## src/hw/rtl/tcpu_pkg.sv

```systemverilog
// Shared definitions for the tiny CPU instruction step unit.
// Holds the machine sizes, the opcode codes and the word and counter types.
// Depends on nothing; the top level, the checker and the testbench import it.
`timescale 1ns / 1ps

package tcpu_pkg;

    localparam int PROG_WORDS     = 512;
    localparam int DATA_WORDS     = 16;
    localparam int REG_COUNT      = 8;
    localparam int WORD_BITS      = 32;

    localparam int PC_BITS        = $clog2(PROG_WORDS);
    localparam int REG_IDX_BITS   = $clog2(REG_COUNT);
    localparam int DATA_ADDR_BITS = $clog2(DATA_WORDS);
    localparam int OPCODE_BITS    = 4;
    localparam int FIELD_Z_BITS   = 11;
    localparam int BYTES_PER_WORD = 4;
    localparam int BYTE_SHIFT     = $clog2(BYTES_PER_WORD);

    typedef logic [WORD_BITS-1:0] t_word;
    typedef logic [PC_BITS-1:0]   t_pc;

    typedef enum logic [OPCODE_BITS-1:0] {
        OP_LW   = 4'd1,
        OP_ADD  = 4'd2,
        OP_SW   = 4'd3,
        OP_SUB  = 4'd4,
        OP_SIO1 = 4'd5,
        OP_SIO2 = 4'd6,
        OP_SIO3 = 4'd7,
        OP_JMP  = 4'd8,
        OP_BEQZ = 4'd9
    } t_opcode;

endpackage

```

## src/hw/rtl/tcpu_ram.sv

```systemverilog
// Generic RAM with one write port and two read ports with registered read data.
// The read data registers load only when the read enable is high.
// Depends on nothing.
`timescale 1ns / 1ps

module tcpu_ram #(
    parameter int WIDTH = 32,
    parameter int DEPTH = 8
) (
    input  logic                     i_clk,
    input  logic                     i_we,
    input  logic [$clog2(DEPTH)-1:0] i_wr_addr,
    input  logic [WIDTH-1:0]         i_wr_data,
    input  logic                     i_rd_en,
    input  logic [$clog2(DEPTH)-1:0] i_rd_addr_a,
    input  logic [$clog2(DEPTH)-1:0] i_rd_addr_b,
    output logic [WIDTH-1:0]         o_rd_data_a,
    output logic [WIDTH-1:0]         o_rd_data_b
);

    logic [WIDTH-1:0] r_mem [DEPTH];
    logic [WIDTH-1:0] r_rd_a;
    logic [WIDTH-1:0] r_rd_b;

    always_ff @(posedge i_clk) begin
        if (i_we) begin
            r_mem[i_wr_addr] <= i_wr_data;
        end
        if (i_rd_en) begin
            r_rd_a <= r_mem[i_rd_addr_a];
            r_rd_b <= r_mem[i_rd_addr_b];
        end
    end

    assign o_rd_data_a = r_rd_a;
    assign o_rd_data_b = r_rd_b;

endmodule

```

## src/hw/rtl/tiny_cpu_instruction_step_unit.sv

```systemverilog
// Top level of the tiny CPU instruction step unit.
// Uses tcpu_pkg for sizes and opcodes and tcpu_ram for the register file.
// Holds the program counter, the data memory and the halt flag itself.
`timescale 1ns / 1ps

// Usage
// Each transfer on the input channel (i_valid, o_ready) carries one fetched
// instruction; each transfer on the result channel (o_valid, i_ready) carries
// the counter, any emitted register value and the halt flag after it.
// Exactly one result follows every instruction, in order.
// The register file read is started at the input transfer; the instruction then
// executes in the execute stage and its result is registered in the result
// register. One instruction is executed per cycle while the receiver keeps up;
// the rate is set by the single execute stage, with a bypass from the register
// file write port covering a read of a register written in the previous cycle.
// When the receiver stalls, the result register holds its result and the
// execute stage holds the next instruction; o_ready falls only when both are
// full. A synchronous reset clears the counter, the register file valid bits,
// the data memory and the halt flag, and empties both stages.
// After a halt instruction, later instructions change nothing and return the
// held counter with the halt flag set.

module tiny_cpu_instruction_step_unit
    import tcpu_pkg::*;
(
    input  logic                    i_clk,
    input  logic                    i_rst_n,
    input  logic                    i_valid,
    output logic                    o_ready,
    input  logic [OPCODE_BITS-1:0]  i_opcode,
    input  logic [2:0]              i_field_x,
    input  logic [2:0]              i_field_y,
    input  logic [FIELD_Z_BITS-1:0] i_field_z,
    input  logic signed [31:0]      i_in_value,
    output logic                    o_valid,
    input  logic                    i_ready,
    output logic [8:0]              o_next_pc,
    output logic                    o_out_valid,
    output logic signed [31:0]      o_out_value,
    output logic                    o_halted
);

    logic                    in_fire;
    logic                    ex_adv;
    logic                    in_is_addsub;
    logic [REG_IDX_BITS-1:0] rd_addr_a;
    logic [REG_IDX_BITS-1:0] rd_addr_b;

    logic                    r_ex_valid;
    logic [OPCODE_BITS-1:0]  r_ex_opcode;
    logic [REG_IDX_BITS-1:0] r_ex_x;
    logic [FIELD_Z_BITS-1:0] r_ex_z;
    t_word                   r_ex_in_value;
    logic [REG_IDX_BITS-1:0] r_ex_addr_a;
    logic [REG_IDX_BITS-1:0] r_ex_addr_b;

    logic                    r_fwd_en;
    logic [REG_IDX_BITS-1:0] r_fwd_idx;
    t_word                   r_fwd_data;

    t_pc                     r_pc;
    logic                    r_halt;
    logic [REG_COUNT-1:0]    r_rf_valid;
    t_word                   r_dmem [DATA_WORDS];

    logic                    r_out_valid;
    t_pc                     r_out_pc;
    logic                    r_out_emit;
    t_word                   r_out_value;
    logic                    r_out_halted;

    t_word                   ram_a;
    t_word                   ram_b;
    t_word                   rd_a;
    t_word                   rd_b;
    logic [DATA_ADDR_BITS-1:0] dm_addr;

    t_pc                     n_pc;
    logic                    rf_we_c;
    t_word                   rf_wdata;
    logic                    dm_we_c;
    logic                    emit_valid;
    t_word                   emit_value;
    logic                    set_halt;
    logic                    rf_we;
    logic                    dm_we;

    assign in_fire      = i_valid && o_ready;
    assign ex_adv       = r_ex_valid && (!r_out_valid || i_ready);
    assign o_ready      = !r_ex_valid || ex_adv;
    assign in_is_addsub = (i_opcode == OP_ADD) || (i_opcode == OP_SUB);
    assign rd_addr_a    = in_is_addsub ? i_field_y[REG_IDX_BITS-1:0]
                                       : i_field_x[REG_IDX_BITS-1:0];
    assign rd_addr_b    = i_field_z[REG_IDX_BITS-1:0];

    tcpu_ram #(
        .WIDTH (WORD_BITS),
        .DEPTH (REG_COUNT)
    ) u_regfile (
        .i_clk       (i_clk),
        .i_we        (rf_we),
        .i_wr_addr   (r_ex_x),
        .i_wr_data   (rf_wdata),
        .i_rd_en     (in_fire),
        .i_rd_addr_a (rd_addr_a),
        .i_rd_addr_b (rd_addr_b),
        .o_rd_data_a (ram_a),
        .o_rd_data_b (ram_b)
    );

    // A register written at the edge that took this instruction is read from
    // the bypass, since the RAM returned its old contents at that edge.
    always_comb begin
        if (r_fwd_en && (r_fwd_idx == r_ex_addr_a)) begin
            rd_a = r_fwd_data;
        end else if (r_rf_valid[r_ex_addr_a]) begin
            rd_a = ram_a;
        end else begin
            rd_a = '0;
        end
        if (r_fwd_en && (r_fwd_idx == r_ex_addr_b)) begin
            rd_b = r_fwd_data;
        end else if (r_rf_valid[r_ex_addr_b]) begin
            rd_b = ram_b;
        end else begin
            rd_b = '0;
        end
    end

    assign dm_addr = r_ex_z[DATA_ADDR_BITS-1:0];

    always_comb begin
        n_pc       = r_pc + t_pc'(1);
        rf_we_c    = 1'b0;
        rf_wdata   = '0;
        dm_we_c    = 1'b0;
        emit_valid = 1'b0;
        emit_value = '0;
        set_halt   = 1'b0;
        if (r_halt) begin
            n_pc = r_pc;
        end else begin
            unique case (r_ex_opcode)
                OP_LW: begin
                    rf_we_c  = 1'b1;
                    rf_wdata = r_dmem[dm_addr];
                end
                OP_ADD: begin
                    rf_we_c  = 1'b1;
                    rf_wdata = rd_a + rd_b;
                end
                OP_SW: begin
                    dm_we_c = 1'b1;
                end
                OP_SUB: begin
                    rf_we_c  = 1'b1;
                    rf_wdata = rd_a - rd_b;
                end
                OP_SIO1: begin
                    rf_we_c  = 1'b1;
                    rf_wdata = r_ex_in_value;
                end
                OP_SIO2: begin
                    emit_valid = 1'b1;
                    emit_value = rd_a;
                end
                OP_SIO3: begin
                    set_halt = 1'b1;
                end
                OP_JMP: begin
                    n_pc = t_pc'(r_ex_z >> BYTE_SHIFT);
                end
                OP_BEQZ: begin
                    if ((r_ex_x == '0) && (rd_a == '0)) begin
                        n_pc = r_pc + t_pc'(2);
                    end
                end
                default: begin
                end
            endcase
        end
    end

    assign rf_we = ex_adv && rf_we_c;
    assign dm_we = ex_adv && dm_we_c;

    always_ff @(posedge i_clk) begin
        if (!i_rst_n) begin
            r_ex_valid <= 1'b0;
            r_fwd_en   <= 1'b0;
        end else begin
            if (in_fire) begin
                r_ex_valid <= 1'b1;
                r_fwd_en   <= rf_we;
            end else if (ex_adv) begin
                r_ex_valid <= 1'b0;
            end
        end
    end

    always_ff @(posedge i_clk) begin
        if (in_fire) begin
            r_ex_opcode   <= i_opcode;
            r_ex_x        <= i_field_x[REG_IDX_BITS-1:0];
            r_ex_z        <= i_field_z;
            r_ex_in_value <= t_word'(i_in_value);
            r_ex_addr_a   <= rd_addr_a;
            r_ex_addr_b   <= rd_addr_b;
            r_fwd_idx     <= r_ex_x;
            r_fwd_data    <= rf_wdata;
        end
    end

    always_ff @(posedge i_clk) begin
        if (!i_rst_n) begin
            r_pc         <= '0;
            r_halt       <= 1'b0;
            r_rf_valid   <= '0;
            r_out_valid  <= 1'b0;
            r_out_halted <= 1'b0;
            for (int i = 0; i < DATA_WORDS; i++) begin
                r_dmem[i] <= '0;
            end
        end else begin
            if (ex_adv) begin
                r_pc         <= n_pc;
                r_halt       <= r_halt || set_halt;
                r_out_valid  <= 1'b1;
                r_out_halted <= r_halt || set_halt;
            end else if (i_ready) begin
                r_out_valid <= 1'b0;
            end
            if (rf_we) begin
                r_rf_valid[r_ex_x] <= 1'b1;
            end
            if (dm_we) begin
                r_dmem[dm_addr] <= rd_a;
            end
        end
    end

    always_ff @(posedge i_clk) begin
        if (ex_adv) begin
            r_out_pc    <= n_pc;
            r_out_emit  <= emit_valid;
            r_out_value <= emit_value;
        end
    end

    assign o_valid     = r_out_valid;
    assign o_next_pc   = r_out_pc;
    assign o_out_valid = r_out_emit;
    assign o_out_value = r_out_value;
    assign o_halted    = r_out_halted;

endmodule

```

## config.mk

```make
export PLATFORM = sky130hd
export DESIGN_NAME = tiny_cpu_instruction_step_unit
export DESIGN_NICKNAME = d
export VERILOG_FILES = /design/src/hw/rtl/tcpu_pkg.sv /design/src/hw/rtl/tcpu_ram.sv /design/src/hw/rtl/tiny_cpu_instruction_step_unit.sv
export SDC_FILE = /design/constraint.sdc
export NUM_CORES = 1
export LEC_CHECK = 0
export BUFFER_PORTS_ARGS = -buffer_cell sky130_fd_sc_hd__buf_2
export CAP_MARGIN = 5
export CORE_MARGIN = 4
export CORE_UTILIZATION = 60
export DETAILED_ROUTE_END_ITERATION = 12
export HOLD_SLACK_MARGIN = 0.03
export PLACE_DENSITY = 0.77
export SYNTH_ARGS = -nofsm -noshare
export SYNTH_HDL_FRONTEND = slang
export SYNTH_HIERARCHICAL = 1
export SYNTH_SLANG_ARGS = --single-unit
```

## constraint.sdc

```tcl
create_clock -name i_clk -period 6.9 [get_ports i_clk]
set_input_delay 0.345 -clock i_clk [delete_from_list [all_inputs] [get_ports i_clk]]
set_output_delay 0.345 -clock i_clk [all_outputs]
set_load 0.01 [all_outputs]
```

-- Word level (Yosys, flattened, before mapping)
Memories as Yosys holds them, arrays and structs flattened. A register that Yosys moved wholly into a read port is not among the register bits.
Index checks and enable logic that the tools add are counted.
- eq/ne operators: 13
- $add $sub $neg: 4
- reductions and logical operators: 21
- order comparisons: 4
- muxes and demuxes: 37
- bitwise logic cells: 2
- operators with widths (kind ; number):
    $mux W32 ; 6
    $pmux W32 S4 ; 1
    $add A32 B32 Y32 ; 1
    $logic_not A32 Y1 ; 1
    $reduce_or A32 Y1 ; 1
    $sub A32 B32 Y32 ; 1
    $mux W1 ; 21
    $eq A4 B3 Y1 const B ; 5
    $mux W9 ; 2
    $pmux W9 S2 ; 1
    $eq A4 B2 Y1 const B ; 3
    $lt A3 B4 Y1 const B ; 3
    $add A9 B1 Y9 const B ; 1
    $add A9 B2 Y9 const B ; 1
    $eq A4 B4 Y1 const B ; 2
    $logic_and A1 B1 Y1 ; 8
    $mux W4 ; 2
    $or A8 B8 Y8 ; 1
    $bmux W1 S3 ; 2
    $eq A3 B3 Y1 ; 2
    $eq A4 B1 Y1 const B ; 1
    $logic_or A1 B1 Y1 ; 4
    $reduce_bool A2 Y1 ; 2
    $reduce_or A4 Y1 ; 1
    other kinds (7) ; 8
- bits of input ports: 57
- memory bits (writable): 768
- register bits after elaboration: 154
- memories kept: 2
- memories (name ; words ; bits a word ; rd ports ; clocked after memory_dff ; write ports ; RTL line ; source):
    r_dmem ; 16 ; 32 ; 1 ; 1 ; 16 ; tiny_cpu_instruction_step_unit.sv:64 ; t_word r_dmem [DATA_WORDS];
    u_regfile.r_mem ; 8 ; 32 ; 2 ; 2 ; 1 ; tcpu_ram.sv:21 ; logic [WIDTH-1:0] r_mem [DEPTH];

-- Logic depth before layout (Yosys ltp)
Gate-level depths: netlist of run 1.
- depth after elaboration: 9
- mapped depth: 22

-- Modules after synthesis
The synthesis of run 1 kept the hierarchy.
- by module, submodules not included (module ; sequential area each (sq um) ; area each (sq um) ; instances ; cells each):
    tiny_cpu_instruction_step_unit ; 19779.0 ; 31091.1 ; 1 ; 2309
    tcpu_ram ; 9609.2 ; 13820.8 ; 1 ; 561

-- Least setup slack after synthesis of run 1
OpenSTA, ideal clock, no wires.
- path type: register -> register
- start point: register r_ex_z[0] (netlist name)
- end point: register r_fwd_data[16] (data pin)
- arrival time: 5.067 ns
- slack: 1.543 ns
- required time: 6.610 ns
- stages on the path, launching flop included: 19
- clock period less this slack: 5.357 ns
- cells stage by stage: edfxtp_1 clkbuf_1 xor2_1 nor4b_1 clkbuf_1 clkbuf_1 clkbuf_1 buf_1 a22oi_1 xnor2_1 fa_1 a211oi_1 o211ai_1 a32o_1 and3_1 o31ai_1 a21boi_0 o21a_1 o32ai_1
- RTL lines (what ; RTL line ; source):
    end signal, assigned ; tiny_cpu_instruction_step_unit.sv:210 ; r_fwd_data <= rf_wdata;
    end, declared ; tiny_cpu_instruction_step_unit.sv:59 ; t_word r_fwd_data;

==> run_results.csv, run 1 <==
group,metric,value,unit
global_routing,grt_pass1_vias,27700,
sta,maxSlewViolCount,0,
yosys,ys_warn_count,6,
sta,relSlewSlack,15.8,%
floorplanning,initial_core_util,60.4,%
clock_tree,cts_sinks,987,
placement,gp_congestion,0.985,
placement,io_buffers,101,
clock_tree,cts_root_buf,"clkbuf_16",
clock_tree,htreeDepth,3,
sta,timing.hold.ws,0.346,ns
yosys,synth_fp_nets,2961,
worst_setup_path,cp_slowest_cell,"a21oi_1",
sta,finalHoldViolCount,0,
clock_tree,cts_resized,0,
yosys,synth.area.top_cells,"edfxtp_1 64%, mux4_2 11%, nor2_1 5.1%, mux4_1 4.7%, mux2_2 1.8%",
worst_setup_path,critPathRequiredTime,7.25,ns
floorplanning,io_pins,102,
yosys,synth-simple-area-share,7.91,%
final_layout,diodes,0,
run,max_cap_violations,0,
routing,wl_met2,59.0,mm
floorplanning,die-area,0.0793,mm2
sta,fmax,159,MHz
routing,met1_length,42.7,mm
yosys,synthArstFlopShare,0,%
yosys,netlist_area,0.0449,mm2
final_layout,postLayoutCellArea,0.0502,mm2
yosys,synthFlopType,"edfxtp_1",
routing,initialDrtViolationCount,4239,
power_and_ir_drop,p_sw,0.00305,W
power_and_ir_drop,sequentialPowerShare,51.6,%
global_routing,antenna_found_initial,0,
routing,drt-pass1-iter-count,8,
yosys,yosys_register_bits,987,
power_and_ir_drop,ir_worst_vdd,0.257,mV
yosys,yosysUniqueCellTypes,77,
min_path,hp-class,"primary input to register",
placement,place_area,0.0465,mm2
worst_setup_path,cpMostUsedCell,"a21oi_1",
final_layout,fillCellCount,4840,
routing,via_count,27600,
routing,route.antenna.remaining_nets,0,
routing,highest_layer,"met4",
yosys,synth_largest_area_cell,"edfxtp_1",
power_and_ir_drop,p_comb_share,8.0,%
sta,clock_skew,0.0399,ns
sta,setup_viol,0,
worst_setup_path,cp-end-kind,"register",
routing,wl_met3,13.5,mm
yosys,avgSynthCellArea,15.6,um2
final_layout,layout_commonest_cell,"edfxtp_1",
clock_tree,cts_buffer_depth,3,
final_layout,fin_util,67.6,%
global_routing,grt_max_degree,99,
placement,dp_hpwl,69.8,mm
floorplanning,die_y,282,um
routing,avgRoutedWirePerCell,29.5,um
sta,worst_pin_slew,1.26,ns
floorplanning,coreArea,0.0743,mm2
yosys,synth_top_family_by_area,"multiplexers",
sta,finalCriticalPeriod,6.27,ns
worst_setup_path,worstSetupPathType,"register to register",
yosys,synthAdderAreaFrac,0.964,%
clock_tree,clk_pin_slew_worst_paths,0.07,ns
yosys,synthXorXnorAreaFrac,1.29,%
sta,fin_crit_sh,90.9,%
power_and_ir_drop,swShare,22.8,%
global_routing,grt_pass1_wl,176,mm
worst_setup_path,max_stage_delay,0.61,ns
final_layout,drive_above_1_share,21.5,%
sta,finalSetupTns,0,ns
clock_tree,clock_latency,0.67,ns
yosys,synthCells,2870,
routing,vias_per_cell,6.82,
clock_tree,cts_tree,"yes",
final_layout,nets,3081,
worst_setup_path,crit_fanout,9,
yosys,synth.area.mux_share,17.3,%
clock_tree,cts-buffers-inserted,98,
worst_setup_path,cp_cell_sequence,"mux4_2, mux2i_1, nand2b_1, o22a_1, nor2b_1, o221ai_1, nand2b_1, nand2_1, xor2_1, ha_1, a21oi_1, o21bai_1, or3_1, o211ai_1, a21oi_1, a211oi_1, xnor2_1, nand2_1, a21oi_1",
yosys,synth_edf_count,962,
yosys,yosys.area.top_type_share,64.3,%
power_and_ir_drop,p_int,0.0103,W
final_layout,regArea,0.0294,mm2
final_layout,final_cell_mix,"962 x edfxtp_1, 607 x nor2_1, 212 x mux4_2, 100 x buf_2, 99 x clkbuf_16",
global_routing,gr-total-overflow,0,
yosys,synth_compound_area_share,4.72,%
worst_setup_path,crit_path_start_kind,"register",
final_layout,multi_input_area,0.0146,mm2
worst_setup_path,worstPathArrival,6.62,ns
floorplanning,row_count,100,
power_and_ir_drop,p_clk_share,40.4,%
routing,route.detailed.drc,0,
power_and_ir_drop,total_power,0.0134,W
routing,totalWireLength,119,mm
yosys,yosysSeqAreaShare,65.4,%
floorplanning,fp.dieW,282,um
outcome,status,"completed",
final_layout,syn_to_final_growth,11.9,%
power_and_ir_drop,power_density,266,mW/mm2
sta,rsz0062_at_grt,"false",
power_and_ir_drop,p_leak,17.0,nW
global_routing,grt_usage,30.2,%
state kept, by name, indices dropped and copies added (netlist names), 4 cells and up, named ones only:
| register | count |
|---|---|
| o_next_pc | 9 |
| o_out_value | 32 |
| r_dmem | 512 |
| r_ex_in_value | 32 |
| r_ex_opcode | 4 |
| r_ex_z | 11 |
| r_fwd_data | 32 |
| r_pc | 9 |
| r_rf_valid | 8 |
| u_regfile/o_rd_data_a | 32 |
| u_regfile/o_rd_data_b | 32 |
| u_regfile/r_mem | 256 |
per-layer routing:
layer | global-route usage [%] | vias up
li1 | - | 11400
met1 | 41.4 | 14100
met2 | 50.0 | 1810
met3 | 5.58 | 264
met4 | 10.0 | 0
met5 | 0 | -
synth_stat cells, types with 32 or more instances:
master and instances:
edfxtp_1 962, nor2_1 615, mux4_2 212, clkbuf_1 157
nand2_1 87, mux4_1 80, a22oi_1 73, mux2_2 70
o21ai_0 56, a21oi_1 55, inv_1 48, xnor2_1 34
ha_1 33, xor2_1 32
cells by family (layout without fill, tap and decap cells):
family                     Yosys count  count (layout)
AOI/OAI and AO/OA                  306             306
DFF                                987             987
buffers and inverters              256             458
xor gates and xnor gates            66              66
and+or+nand+nor                    851             851
adders and majority gates           34              34
muxes                              370             370
path summary, 6_finish.rpt:
path | startpoint | end | slack (ns) | cells after the start
min reg2reg | r_rf_valid[1]$_SDFFE_PN0P_ | r_rf_valid[1]$_SDFFE_PN0P_ | 0.52 | 1
max | r_ex_z[0]$_DFFE_PP_ | u_regfile/r_mem[1][29]$_DFFE_PP_ | 0.63 | 19
max reg2reg | r_ex_z[0]$_DFFE_PP_ | u_regfile/r_mem[1][29]$_DFFE_PP_ | 0.63 | 19
min | i_rst_n | o_halted$_SDFFE_PN0P_ | 0.35 | 2
stage by stage:
stage,cells,setup slack [ns]
floorplan,2870,1.54
global placement,3810,0.979
detailed placement,3810,0.758
CTS,4041,0.727
global route,4041,0.203
finish,4041,0.626
power groups by stage:
stage	Combinational [W]	Sequential [W]	Clock, W
3_3_place_gp	0.00102	0.00702	0
3_5_place_dp	0.00103	0.00703	0
6_report	0.00108	0.00691	0.00540
2_1_floorplan	0.000766	0.00694	0
4_1_cts	0.00107	0.00690	0.00545
5_1_grt	0.00114	0.00692	0.00572
layout make-up:
type                    count  area share (%)
flip-flops and latches    987            58.5
multi-input cells        1627            29.0
clock buffers             114            5.04
repair buffers            228            3.18
well taps                 969            2.41
clock inverters            68            1.44
inverters                  48           0.369
critical path: cells and delay by family (launching register included):
kind | cells | cell delay [ns]
AO/OA/AOI/OAI | 8 | 2.38
XOR/XNOR | 2 | 0.37
multiplexers | 2 | 1.06
adder cells (fa/ha/maj) | 1 | 0.32
AND/OR/NAND/NOR | 6 | 1.28
flip-flops | 1 | 0.51
repair_timing:
item	CTS	global route
setup buffers	0	0
hold endpoints to repair	51	0
hold buffers	49	0
No activity file was read; power rests on OpenSTA's default activity.
==> inputs of run 2 (changes only) <==
--- a/config.mk
+++ b/config.mk
@@ -12,6 +12,7 @@
 export DETAILED_ROUTE_END_ITERATION = 12
 export HOLD_SLACK_MARGIN = 0.03
 export PLACE_DENSITY = 0.77
+export REMOVE_ABC_BUFFERS = 1
 export SYNTH_ARGS = -nofsm -noshare
 export SYNTH_HDL_FRONTEND = slang
 export SYNTH_HIERARCHICAL = 1
==> run 2 against run 1 <==
Final cell count rose by 0.27%. Critical path depth did not move. Clock skew rose by 0.011 ns. Clock power shrank 0.7%. Highest routed layer unchanged.
==> run_results.csv, run 2 (synthesis results as in run 1) <==
group,metric,value,unit
sta,relSlewSlack,17.8,%
sta,rsz0062_at_grt,"false",
global_routing,grt_usage,32.3,%
sta,maxSlewViolCount,0,
outcome,status,"completed",
floorplanning,io_pins,102,
sta,fin_crit_sh,94.1,%
routing,vias_per_cell,6.95,
worst_setup_path,critPathRequiredTime,7.28,ns
floorplanning,fp.dieW,282,um
final_layout,drive_above_1_share,21.8,%
worst_setup_path,cp-end-kind,"register",
worst_setup_path,ff2ff_path_depth,19,
routing,totalWireLength,128,mm
clock_tree,cts_buffer_depth,3,
global_routing,grt_pass1_wl,185,mm
sta,fmax,154,MHz
clock_tree,cts_hold_buffers,48,
final_layout,nets,3096,
power_and_ir_drop,p_leak,17.1,nW
worst_setup_path,cp_cell_sequence,"xor2_1, or4b_1, nand2b_1, o22a_1, nor2b_1, o221ai_1, nand2b_1, o21ai_0, xnor2_1, ha_1, a21oi_1, o21ai_0, or3_1, o211ai_1, a21oi_1, a211oi_1, xnor2_1, nand2_1, a21oi_1",
final_layout,largestRegisters,"r_dmem (512), u_regfile/r_mem (256)",
routing,route.antenna.remaining_nets,0,
clock_tree,postCtsSetupBuffers,0,
routing,route.detailed.drc,0,
final_layout,largest_register_ffs,512,
final_layout,final_cell_mix,"962 x edfxtp_1, 607 x nor2_1, 212 x mux4_2, 100 x buf_2, 98 x clkbuf_16",
global_routing,grt_pass1_vias,27800,
placement,dp_hpwl,72.2,mm
final_layout,syn_to_final_growth,12.0,%
sta,finalCriticalPeriod,6.50,ns
routing,via_count,28200,
run,max_cap_violations,0,
global_routing,gr-total-overflow,0,
sta,finalHoldViolCount,0,
floorplanning,row_count,100,
clock_tree,cts_tree,"yes",
clock_tree,cts_resized,0,
placement,place_inst,3826,
floorplanning,initial_core_util,60.4,%
worst_setup_path,worstPathArrival,6.87,ns
final_layout,diodes,0,
worst_setup_path,worstSetupPathType,"register to register",
final_layout,layout_commonest_cell,"edfxtp_1",
placement,pre_cts_ws,0.670,ns
global_routing,grt_max_degree,91,
power_and_ir_drop,power_density,266,mW/mm2
min_path,hp-class,"primary input to register",
routing,drt-pass1-iter-count,8,
final_layout,fin_cells,4052,
routing,avgRoutedWirePerCell,31.6,um
worst_setup_path,max_stage_delay,0.74,ns
final_layout,regMostFlops,"r_dmem",
worst_setup_path,crit_path_start_kind,"register",
routing,initialDrtViolationCount,4447,
worst_setup_path,cp_slowest_cell,"or4b_1",
placement,gp_congestion,0.977,
clock_tree,cts_sinks,987,
sta,setup_ws,0.404,ns
min_path,whs_path_depth,3,
power_and_ir_drop,ir_worst_vdd,0.224,mV
floorplanning,die_y,282,um
sta,clock_skew,0.0509,ns
sta,worst_pin_slew,1.23,ns
sta,setup_viol,0,
final_layout,fin_util,67.7,%
sta,timing.hold.ws,0.0690,ns
clock_tree,cts_root_buf,"clkbuf_16",
clock_tree,clock_latency,0.68,ns
placement,io_buffers,101,
clock_tree,htreeDepth,3,
floorplanning,coreArea,0.0743,mm2
worst_setup_path,cpMostUsedCell,"a21oi_1",
clock_tree,cts-buffers-inserted,98,
global_routing,antenna_found_initial,0,
worst_setup_path,crit_fanout,13,
clock_tree,clk_pin_slew_worst_paths,0.06,ns
floorplanning,die-area,0.0793,mm2
run 2: worst max-delay path: cells and delay by family, from the launching register on:
family	cells	cell delay, ns
AOI/OAI and AO/OA	9	2.61
xor gates and xnor gates	3	0.49
adders and majority gates	1	0.25
DFF	1	0.72
and+or+nand+nor	6	2.13
run 2: report_power, final:
part	internal, W	switching [W]	total, W
Clock	0.00304	0.00233	0.00536
Combinational	0.000485	0.000623	0.00111
Sequential	0.00676	0.000148	0.00691
run 2: per-stage QoR:
step / cell area (um2) / power [W] / setup TNS [ns]
6_report: 50300 / 0.0134 / 0
5_1_grt: 50300 / 0.0138 / 0
4_1_cts: 50300 / 0.0134 / 0
3_5_place_dp: 46600 / 0.00809 / 0
3_3_place_gp: 46600 / 0.00806 / 0
2_1_floorplan: 44000 / 0.00770 / -596.77
run 2: area by class of cell:
cell class                 count  area (um2)
timing repair buffer         243        1710
clock buffer                 121        2550
clock inverter                57         679
multi-input combinational   1627       14600
tap                          969        1210
sequential                   987       29400
fill                        4902       24000
inverter                      48         185
run 2: worst paths after layout:
path / from / endpoint / slack (ns)
worst max-delay path: r_ex_z[2]$_DFFE_PP_ / u_regfile/r_mem[4][29]$_DFFE_PP_ / 0.40
worst min-delay path: i_ready / o_valid$_SDFFE_PN0P_ / 0.07
worst max register to register: r_ex_z[2]$_DFFE_PP_ / u_regfile/r_mem[4][29]$_DFFE_PP_ / 0.40
worst min register to register: r_rf_valid[7]$_SDFFE_PN0P_ / r_rf_valid[7]$_SDFFE_PN0P_ / 0.51
run 2: per-layer routing:
layer	wire length (um)	vias up	track usage, %
li1	-	11500	-
met1	45900	14200	45.0
met2	60200	2203	51.1
met3	16400	303	6.80
met4	5540	0	12.7
met5	0	-	0
